<file path="src/hdl/sfuf_pkg.sv">
// ============================================================================
// sfuf_pkg - shared types and constants for the spanning forest block
// Beat formats, controller/datapath command and status groups, store sizes.
// ============================================================================
package sfuf_pkg;

    // Vertex store geometry
    localparam int VERTEX_COUNT = 256;
    localparam int VERTEX_W     = $clog2(VERTEX_COUNT);

    // Forest edge counter saturates here
    localparam logic [7:0] COUNT_MAX = 8'hFF;

    // Item opcodes
    localparam logic OP_CLEAR = 1'b0;
    localparam logic OP_EDGE  = 1'b1;

    // Input beat
    typedef struct packed {
        logic       opcode;
        logic [7:0] vertex_a;
        logic [7:0] vertex_b;
    } t_sfuf_in;

    // Result beat
    typedef struct packed {
        logic       accepted;
        logic [7:0] tree_edge_count;
        logic [8:0] edge_first;
        logic [8:0] edge_second;
    } t_sfuf_out;

    // Controller to datapath
    typedef struct packed {
        logic accept;   // take the input beat, start search at vertex_a or clear
        logic walk;     // follow one parent link
        logic start_b;  // save root of a, start search at vertex_b
        logic finish;   // root of b found: merge if roots differ, build result
        logic emit;     // move result into output register
    } t_sfuf_cmd;

    // Datapath to controller
    typedef struct packed {
        logic item_clear; // pending input beat is a clear
        logic root_hit;   // current vertex is its own parent
    } t_sfuf_sts;

endpackage

</file>
<file path="src/hdl/sfuf_datapath.sv">
// ============================================================================
// sfuf_datapath - parent store, root walker and result registers
// Holds the union-find parent memory with per-entry valid bits, walks parent
// links one per cycle, merges sets and keeps the forest edge count.
// ============================================================================
module sfuf_datapath (
    input  logic                i_clk,
    input  logic                i_rst_n,
    input  sfuf_pkg::t_sfuf_cmd i_cmd,
    input  sfuf_pkg::t_sfuf_in  i_in_data,
    output sfuf_pkg::t_sfuf_sts o_sts,
    output sfuf_pkg::t_sfuf_out o_out_data
);

    localparam int VW = sfuf_pkg::VERTEX_W;

    // Parent memory; an entry without its valid bit is its own parent
    logic [VW-1:0]                     r_mem [sfuf_pkg::VERTEX_COUNT];
    logic [sfuf_pkg::VERTEX_COUNT-1:0] r_valid;
    logic [VW-1:0]                     r_rd_data;
    logic                              r_rd_valid;

    // Item and walk registers
    logic [VW-1:0]       r_a;
    logic [VW-1:0]       r_b;
    logic [VW-1:0]       r_cur;
    logic [VW-1:0]       r_root_a;
    logic [7:0]          r_count;
    sfuf_pkg::t_sfuf_out r_res;
    sfuf_pkg::t_sfuf_out r_out_data;

    logic [VW-1:0] eff_parent;
    logic [VW-1:0] rd_addr;
    logic          is_clear;
    logic          roots_differ;
    logic          merge;
    logic [7:0]    n_count;

    assign is_clear     = (i_in_data.opcode == sfuf_pkg::OP_CLEAR);
    assign eff_parent   = r_rd_valid ? r_rd_data : r_cur;
    assign roots_differ = (r_cur != r_root_a);
    assign merge        = i_cmd.finish && roots_differ;
    assign n_count      = (r_count != sfuf_pkg::COUNT_MAX) ? r_count + 8'd1 : r_count;

    assign o_sts.item_clear = is_clear;
    assign o_sts.root_hit   = (eff_parent == r_cur);
    assign o_out_data       = r_out_data;

    // Read address: start vertex or next link
    always_comb begin
        rd_addr = r_cur;
        if (i_cmd.accept) begin
            rd_addr = i_in_data.vertex_a[VW-1:0];
        end else if (i_cmd.start_b) begin
            rd_addr = r_b;
        end else if (i_cmd.walk) begin
            rd_addr = eff_parent;
        end
    end

    // Parent memory: one write, one registered read
    always_ff @(posedge i_clk) begin
        if (merge) begin
            r_mem[r_root_a] <= r_cur;
        end
        r_rd_data <= r_mem[rd_addr];
    end

    // Valid bits: cleared by reset or a clear beat, set on merge
    always_ff @(posedge i_clk) begin
        if (!i_rst_n) begin
            r_valid    <= '0;
            r_rd_valid <= 1'b0;
        end else begin
            r_rd_valid <= r_valid[rd_addr];
            if (i_cmd.accept && is_clear) begin
                r_valid <= '0;
            end else if (merge) begin
                r_valid[r_root_a] <= 1'b1;
            end
        end
    end

    // Forest edge count
    always_ff @(posedge i_clk) begin
        if (!i_rst_n) begin
            r_count <= '0;
        end else if (i_cmd.accept && is_clear) begin
            r_count <= '0;
        end else if (merge) begin
            r_count <= n_count;
        end
    end

    // Walk state and result build
    always_ff @(posedge i_clk) begin
        if (i_cmd.accept) begin
            r_a   <= i_in_data.vertex_a[VW-1:0];
            r_b   <= i_in_data.vertex_b[VW-1:0];
            r_cur <= i_in_data.vertex_a[VW-1:0];
            if (is_clear) begin
                r_res <= '0;
            end
        end else if (i_cmd.walk) begin
            r_cur <= eff_parent;
        end else if (i_cmd.start_b) begin
            r_root_a <= r_cur;
            r_cur    <= r_b;
        end else if (i_cmd.finish) begin
            r_res.accepted        <= roots_differ;
            r_res.tree_edge_count <= roots_differ ? n_count : r_count;
            r_res.edge_first      <= {1'b0, r_a} + 9'd1;
            r_res.edge_second     <= {1'b0, r_b} + 9'd1;
        end
        if (i_cmd.emit) begin
            r_out_data <= r_res;
        end
    end

endmodule

</file>
<file path="src/hdl/sfuf_ctrl.sv">
// ============================================================================
// sfuf_ctrl - sequencer for the spanning forest block
// Accepts beats, steps the two root searches, and owns the output valid.
// ============================================================================
module sfuf_ctrl (
    input  logic                i_clk,
    input  logic                i_rst_n,
    input  logic                i_in_valid,
    output logic                o_in_stall,
    output logic                o_out_valid,
    input  logic                i_out_stall,
    input  sfuf_pkg::t_sfuf_sts i_sts,
    output sfuf_pkg::t_sfuf_cmd o_cmd
);

    typedef enum logic [1:0] {
        S_IDLE,
        S_WALK_A,
        S_WALK_B,
        S_DONE
    } t_state;

    t_state r_state, n_state;
    logic   r_out_valid, n_out_valid;

    assign o_in_stall  = (r_state != S_IDLE);
    assign o_out_valid = r_out_valid;

    // Next state and commands
    always_comb begin
        n_state = r_state;
        o_cmd   = '0;
        unique case (r_state)
            S_IDLE: begin
                if (i_in_valid) begin
                    o_cmd.accept = 1'b1;
                    n_state      = i_sts.item_clear ? S_DONE : S_WALK_A;
                end
            end
            S_WALK_A: begin
                if (i_sts.root_hit) begin
                    o_cmd.start_b = 1'b1;
                    n_state       = S_WALK_B;
                end else begin
                    o_cmd.walk = 1'b1;
                end
            end
            S_WALK_B: begin
                if (i_sts.root_hit) begin
                    o_cmd.finish = 1'b1;
                    n_state      = S_DONE;
                end else begin
                    o_cmd.walk = 1'b1;
                end
            end
            S_DONE: begin
                if (!r_out_valid || !i_out_stall) begin
                    o_cmd.emit = 1'b1;
                    n_state    = S_IDLE;
                end
            end
            default: n_state = S_IDLE;
        endcase

        // Output slot: filled on emit, drained when not stalled
        if (o_cmd.emit) begin
            n_out_valid = 1'b1;
        end else if (!i_out_stall) begin
            n_out_valid = 1'b0;
        end else begin
            n_out_valid = r_out_valid;
        end
    end

    // State and output valid
    always_ff @(posedge i_clk) begin
        if (!i_rst_n) begin
            r_state     <= S_IDLE;
            r_out_valid <= 1'b0;
        end else begin
            r_state     <= n_state;
            r_out_valid <= n_out_valid;
        end
    end

endmodule

</file>
<file path="src/hdl/spanning_forest_union_find.sv">
// ============================================================================
// spanning_forest_union_find - union-find spanning forest builder
// Each beat clears the store or offers one edge; one result beat per item.
// ============================================================================
// A clear beat goes from acceptance straight to the done state. An edge beat
// first walks depth_a and then depth_b parent links, where depth_x is the number
// of links from that endpoint up to its set root: the root searches follow one
// link a cycle through the single read port of the parent memory. No clearing pass
// is needed after reset or a clear; per-entry valid bits restore the
// singleton sets at once. A new beat may be accepted while the previous result
// still waits in the output register.
module spanning_forest_union_find (
    input  logic                i_clk,
    input  logic                i_rst_n,
    input  logic                i_in_valid,
    output logic                o_in_stall,
    input  sfuf_pkg::t_sfuf_in  i_in_data,
    output logic                o_out_valid,
    input  logic                i_out_stall,
    output sfuf_pkg::t_sfuf_out o_out_data
);

    sfuf_pkg::t_sfuf_cmd cmd;
    sfuf_pkg::t_sfuf_sts sts;

    // Sequencer
    sfuf_ctrl u_ctrl (
        .i_clk       (i_clk),
        .i_rst_n     (i_rst_n),
        .i_in_valid  (i_in_valid),
        .o_in_stall  (o_in_stall),
        .o_out_valid (o_out_valid),
        .i_out_stall (i_out_stall),
        .i_sts       (sts),
        .o_cmd       (cmd)
    );

    // Parent store and result path
    sfuf_datapath u_datapath (
        .i_clk      (i_clk),
        .i_rst_n    (i_rst_n),
        .i_cmd      (cmd),
        .i_in_data  (i_in_data),
        .o_sts      (sts),
        .o_out_data (o_out_data)
    );

endmodule

</file>
<file path="config.mk">
export PLATFORM = sky130hd
export DESIGN_NAME = spanning_forest_union_find
export DESIGN_NICKNAME = d
export VERILOG_FILES = /design/src/hdl/sfuf_pkg.sv /design/src/hdl/sfuf_datapath.sv /design/src/hdl/sfuf_ctrl.sv /design/src/hdl/spanning_forest_union_find.sv
export SDC_FILE = /design/constraint.sdc
export NUM_CORES = 2
export LEC_CHECK = 0
export BUFFER_PORTS_ARGS = -buffer_cell sky130_fd_sc_hd__buf_2
export CORE_MARGIN = 8
export CORE_UTILIZATION = 51
export CTS_BUF_LIST = sky130_fd_sc_hd__clkbuf_4 sky130_fd_sc_hd__clkbuf_8 sky130_fd_sc_hd__clkbuf_16
export DETAILED_ROUTE_END_ITERATION = 7
export HOLD_SLACK_MARGIN = 0.15
export PLACE_DENSITY = 0.71
export SLEW_MARGIN = 20
export SYNTH_ARGS = -nofsm -noshare
export SYNTH_HDL_FRONTEND = slang
export SYNTH_SLANG_ARGS = --single-unit
</file>
<file path="constraint.sdc">
create_clock -name i_clk -period 8.7 [get_ports i_clk]
set_input_delay 0.87 -clock i_clk [delete_from_list [all_inputs] [get_ports i_clk]]
set_output_delay 0.87 -clock i_clk [all_outputs]
set_load 0.01 [all_outputs]
</file>
Yosys cells after proc, flatten, opt, wreduce, memory -nomap -nowiden

Memory sizes are Yosys's and may differ from the RTL's. A register that Yosys moved wholly into a read port is not among the register bits.
Cells that the tools add are included.

Bits in latches: 0
Bits in read-only memories: 0
Register bits after elaboration: 354
Output and inout port bits: 29
Bits in writable memories: 2048
Input port bits: 21
Memories kept: 1
Word-level logic and storage cells: 95

Memories:

| name             | words | width | rd ports | clocked after Yosys merged registers in | write ports | line                | source |
|---|---|---|---|---|---|---|---|
| u_datapath.r_mem | 256   | 8     | 1        | 1                                       | 1           | sfuf_datapath.sv:18 | `logic [VW-1:0] r_mem [sfuf_pkg::VERTEX_COUNT];` |

Magnitude comparators: 3
Bitwise logic cells: 5
Shift-type cells: 0
Multipliers: 0
Reduce and logical (&&, ||, !) cells: 15
Divide/modulo/power cells: 0
Muxes and demuxes: 37
Add/sub/neg operators: 3
Equal/unequal tests: 14

Operator list:

| operator            | count |
|---|---|
| $or 256x256->256    | 1 |
| $mux 27             | 5 |
| $mux 8              | 9 |
| $add 8x1->9 const B | 2 |
| $lt 8x9->1 const B  | 2 |
| $mux 1              | 15 |
| $mux 2              | 5 |
| $add 8x1->8 const B | 1 |
| $bmux 1 s8          | 1 |
| $demux 1 s8         | 1 |
| $eq 8x8->1          | 1 |
| $ge 8x1->1 const B  | 1 |
| $ne 2x1->1 const B  | 4 |
| $ne 2x2->1 const B  | 4 |
| $ne 8x8->1          | 1 |
| $ne 8x8->1 const B  | 1 |
| $pmux 2 s4          | 1 |
| $reduce_and 4->1    | 2 |
| $eq 2x2->1 const B  | 2 |
| $not 1->1           | 4 |
| $reduce_bool 2->1   | 2 |
| $reduce_or 2->1     | 2 |
| $logic_and 1x1->1   | 3 |
| $reduce_and 3->1    | 1 |
| other kinds (5)     | 6 |

Longest topological paths before layout

Depth in word-level cells: 9
Mapped depth: 19
Gate-level depth less buffers: 14

Hierarchy

Synthesis repeated with hierarchy kept, for this count alone.

Cells, all modules: 7336
Area, all modules: 96491.3 um^2

By module, submodules not included:

| module        | cells each | instances | area each (um^2) | sequential area each (um^2) |
|---|---|---|---|---|
| sfuf_datapath | 7307       | 1         | 96232.3          | 69546.7 |
| sfuf_ctrl     | 29         | 1         | 259.0            | 60.1 |

Worst setup path before layout

Ideal clock, no wire load.

Path kind: register to register
From: register u_datapath.r_cur[3]
To: register u_datapath.r_rd_data[0], read port of u_datapath.r_mem
Slack: 2.263 ns
Period minus slack after synthesis: 6.437 ns
Arrival: 6.305 ns
Buffers on the path: 5
Stages on the path, launching flop included: 17
Library setup time: 0.133 ns
Data required time: 8.567 ns
Cells stage by stage: edfxtp_1 -> xnor2_1 -> and4_1 -> buf_4 -> a211oi_2 -> a311oi_2 -> a21oi_1 -> buf_6 -> buf_6 -> buf_4 -> buf_4 -> mux2i_1 -> o22ai_1 -> nor4_1 -> nor3_1 -> o41ai_1 -> o32ai_1

Longest elaborated chain between the ends: 7
Elaborated cells on any way between the ends: 9
Those cells by class: 1 x eq/ne; 8 x mux

Ends and longest elaborated chain:

| element                | line                             | source |
|---|---|---|
| start, declared        | sfuf_datapath.sv:26              | `logic [VW-1:0] r_cur;` |
| start signal, assigned | sfuf_datapath.sv:100             | `r_cur <= i_in_data.vertex_a[VW-1:0];` |
| start signal, assigned | sfuf_datapath.sv:105             | `r_cur <= eff_parent;` |
| start signal, assigned | sfuf_datapath.sv:108             | `r_cur <= r_b;` |
| $mux 8                 | sfuf_datapath.sv:40              | `assign eff_parent = r_rd_valid ? r_rd_data : r_cur;` |
| $eq 8x8->1             | sfuf_datapath.sv:46              | `assign o_sts.root_hit = (eff_parent == r_cur);` |
| $mux 1                 | sfuf_ctrl.sv:41, sfuf_ctrl.sv:49 |  |
| $mux 1                 | n/a                              |  |
| $mux 8                 | sfuf_datapath.sv:56              | `end else if (i_cmd.walk) begin` |
| $mux 8 (*)             | sfuf_datapath.sv:54              | `end else if (i_cmd.start_b) begin` |
| $mux 8 (*)             | sfuf_datapath.sv:52              | `if (i_cmd.accept) begin` |
| end, declared          | sfuf_datapath.sv:20              | `logic [VW-1:0] r_rd_data;` |

Every way passes the cells marked *; elsewhere a longest branch is shown, timed or not.
A chain may end at the register's enable or synchronous reset.

Worst setup path in the final report

From: register u_datapath.r_cur[1]
To: register u_datapath.r_rd_data[6], read port of u_datapath.r_mem

The elaborated chain is that of the path after synthesis.

==> impl_results.md <==
* Final setup fails at 0
* Hold_sp: i_in_data[3]
* GPL Wtd Cong at 0.897
* Post-route ant nets at 0
* Setup bufs post-CTS at 0
* H-tree levels at 4
* Worst EP required at 9410 ps
* CTS tree: done
* RSZ-0062 raised after global routing: false
* Largest net degree at the start of global routing at around 260
* Final period util at 0.761
* Leak Pwr at 0.0354 uW
* Number of remaining DRC errors at 0
* Worst setup margin at 2080 ps
* Max Fclk at 151 MHz
* Reg2reg setup slack at 2080 ps
* Vias per cell at 6.35
* Clock Power Share at 0.239
* Initial antenna violation count at 10
* Crit path top cell by count: buf_4
* Initial Util at 0.513
* Async set-reset flop share out of synthesis at 0
* CP delay by family, top: simple AND/OR/NAND/NOR gates
* Metal3 WL at 36200 um
* Die Wd at 447 um
* Syn_nets at slightly above 7k
* Crit Path Category: reg -> reg
* Relative slew slack at 0.106
* Wire per inst at 28.6 um
* Post-synth EDFFs at 2134
* Int Power at 24700 uW
* Minimum clock period at 6620 ps
* Critical Path AT at between 7000 and 8000 ps
* Initial DRT Pass Iterations at 8
* Worst Setup Start Kind: flip-flop
* Iter 0 DRT Violations at 8982
* FF+latch count, synth at approximately 2.4k
* PortBufs at slightly below 50
* Final Max Slew Viols at 0
* Clk slew on worst S/H paths at 70 ps
* CP max-delay cell: nor4_1
* Net Sw Power at 18000 uW
* RR Endpoint: u_datapath.r_rd_data[6]
* Worst hold slack at just over 200 ps
* Met1 WL at 102000 um
* Post-Layout Cell Count at 9686
* Synth cell types at 79
* Share of cells above drive strength 1 at 0.0908
* Slowest cell delay on critical path at 1020 ps
* Seq pwr share at 0.338
* Register area share after synthesis at 0.733
* DIE HEIGHT at approximately 450 um
* CP Cell Sequence: buf_4 -> xnor2_1 -> and4_1 -> a21oi_1 -> a211o_4 -> nand2_4 -> buf_4 -> buf_4 -> o22ai_1 -> o21ai_0 -> nand4_1 -> nor4_1 -> o32ai_1
* IR Drop Worst-Case VDD at about 690 uV
* Crit path buf inv count at 3
* CP Capture Type: flip-flop
* Io pins at 50
* Crit path max fanout at 88
* Comb power frac at 0.422
* Worst skew pair latency at 880 ps
* Worst-margin pin slew at around 1300 ps
* Place WS at 2340 ps
* Post-Syn Area per Cell at 13.5 um^2
* Via Count at 61.5k
* Final hold violation count at 0
* Clk sink count at 2410
* Final #Nets at 7027
* Die Outline Area at 200000 um^2
* Synth Flop Type: edfxtp_1
* Yosys warnings at 0
* Placement Rows at around 160
* Core ar. at 185000 um^2
* Mapped Area at 95000 um^2
* Final HPWL DP at 157000 um
* Reg2Reg Depth at 13
* Placed insts at 9245
* GRT Total Usage at 0.268
* Max layer used: met5
* Clock Path Buffers at 3
* Metal2 WL at 123000 um
* RR Startpoint: u_datapath.r_cur[1]
* Commonest non-fill, non-tap cell in the layout: edfxtp_1
* Vias in the first global route at 58.0k
* Root buf cell: clkbuf_16
* First-pass GRT wire length at 398000 um
* Syn Inst Count at 7041
* Tightest Hold Check Type: in -> reg
* Final WL at 277000 um
* Final setup TNS at 0 ps
* P&R area growth vs syn at 10.9%
* Num CTS Buffers at 225
* Most frequent cells in the layout: edfxtp_1, nand2_1, nor2_1, mux2i_1, nand3_1
* Hold Path Depth at 1
* Clock Skew at 37.5 ps
* Status: complete, no violations
* Pwr per Cell Area at 406 nW/um^2
* Max cap viols at 0
* Global route total overflow at 0
* Switching share of power at 0.421
* Hold EP: u_datapath.r_b[3]
[how the worst max path moves through the flow]
stage / from / to / slack, ps / cells past startpoint
detailed placement: u_datapath.r_cur[1] / u_datapath.r_rd_data[2] / 2340 / 13
finish: u_datapath.r_cur[1] / u_datapath.r_rd_data[6] / 2080 / 13
global route: u_datapath.r_cur[1] / u_datapath.r_rd_data[2] / 2070 / 13
floorplan: u_datapath.r_cur[3] / u_datapath.r_rd_data[0] / 2260 / 16
CTS: u_datapath.r_cur[1] / u_datapath.r_rd_data[2] / 2310 / 13
global placement: u_datapath.r_cur[1] / u_datapath.r_rd_data[5] / 2090 / 13
[routing by layer]
layer | up-vias | track usage
li1 | 26000 | -
met1 | 30300 | 0.358
met2 | 4297 | 0.411
met3 | 836 | 0.0709
met4 | 8 | 0.132
met5 | - | 0
[synth_stat cells, types with 4 or more instances]
master     instances  area share
a22oi_1           10     0.00079
nand2_1         1355       0.054
buf_4             84      0.0066
nand4_1          134      0.0088
inv_1              8     0.00032
nor4_1            28      0.0018
ha_1               8      0.0011
buf_6             40      0.0047
buf_2            121      0.0064
a21oi_1          112      0.0059
nor2b_1           11     0.00072
a211o_1            5     0.00046
o31ai_1            4     0.00032
buf_1             39      0.0015
mux2_2             4     0.00047
a221oi_1           4     0.00037
o21ai_0          104      0.0055
dfxtp_1          276       0.058
or3_1             11     0.00072
o21a_1            63      0.0050
nor3_1            46      0.0024
o21ai_1           12     0.00063
mux2i_1          508       0.054
edfxtp_1        2134        0.67
nor2_1           720       0.028
a211oi_1           7     0.00055
o211ai_1           6     0.00047
clkbuf_1         163      0.0064
a31oi_1           89      0.0059
o2111ai_1          6     0.00055
a32oi_1          114       0.011
xor2_1             6     0.00055
o41ai_1            4     0.00037
xnor2_1           23      0.0021
a311oi_1          41      0.0038
a41oi_1            5     0.00046
and3_1            42      0.0028
nand3_1          438       0.023
o22ai_1          189       0.012
[sequential cells by signal (all words and copies together) (netlist names)]
name                   cells
u_datapath.r_mem        2048
u_ctrl.o_out_valid         1
u_datapath.r_rd_valid      1
u_datapath.r_count         8
u_datapath.r_b             8
u_datapath.r_rd_data       8
u_datapath.r_valid       256
u_datapath.r_cur           8
u_datapath.r_a             8
u_datapath.r_res          27
u_datapath.o_out_data     27
u_ctrl.r_state             2
u_datapath.r_root_a        8
[through the flow]
step / total power (uW) / utilization / instance area (um^2)
4_1_cts: 42200 / 0.568 / 105000
3_3_place_gp: 31800 / 0.525 / 97300
2_1_floorplan: 25600 / - / 95000
3_5_place_dp: 32100 / 0.525 / 97300
6_report: 42800 / 0.569 / 105000
5_1_grt: 43700 / 0.568 / 105000
[cell type report]
type                       count  area, um^2
inverter                       9        33.8
clock buffer                 319        6530
timing repair buffer         181        1630
multi-input combinational   4171       23100
clock inverter               110        1300
antenna                        6        15.0
tap                         2480        3100
fill                       14300       79900
sequential                  2410       69600
[power groups by stage]
| stage | clock network (uW) | logic [uW] | registers [uW] |
|---|---|---|---|
| 2_1_floorplan | 0 | 9900 | 15700 |
| 3_3_place_gp | 0 | 17100 | 14700 |
| 3_5_place_dp | 0 | 17400 | 14700 |
| 6_report | 10200 | 18100 | 14500 |
| 5_1_grt | 10700 | 18500 | 14500 |
| 4_1_cts | 10300 | 17400 | 14500 |
[worst register-to-register path, cell delays in order (launching register included)]
cell and delay [ps]:
edfxtp_1 330, buf_4 790, xnor2_1 270, and4_1 460
a21oi_1 210, a211o_4 580, nand2_4 790, buf_4 520
buf_4 320, o22ai_1 120, o21ai_0 430, nand4_1 430
nor4_1 1020, o32ai_1 200
[what timing repair did]
action,CTS,global route
hold buffers,3,0
resized for setup,0,0
endpoints found under the hold margin,3,0
[kinds of logic (layout without fill, tap and decap cells)]
kind of cell             Yosys count  in the layout  share of synthesized area
multiplexers                     512            512                     0.0540
AND/OR/NAND/NOR                 2806           2806                      0.124
other                              0              6                          0
flip-flops                      2410           2410                      0.733
AO/OA/AOI/OAI                    816            816                     0.0582
XOR/XNOR                          29             29                    0.00267
adder cells (fa/ha/maj)            8              8                    0.00105
buffers and inverters            460            619                     0.0268
(Power assumes the default switching activity.)
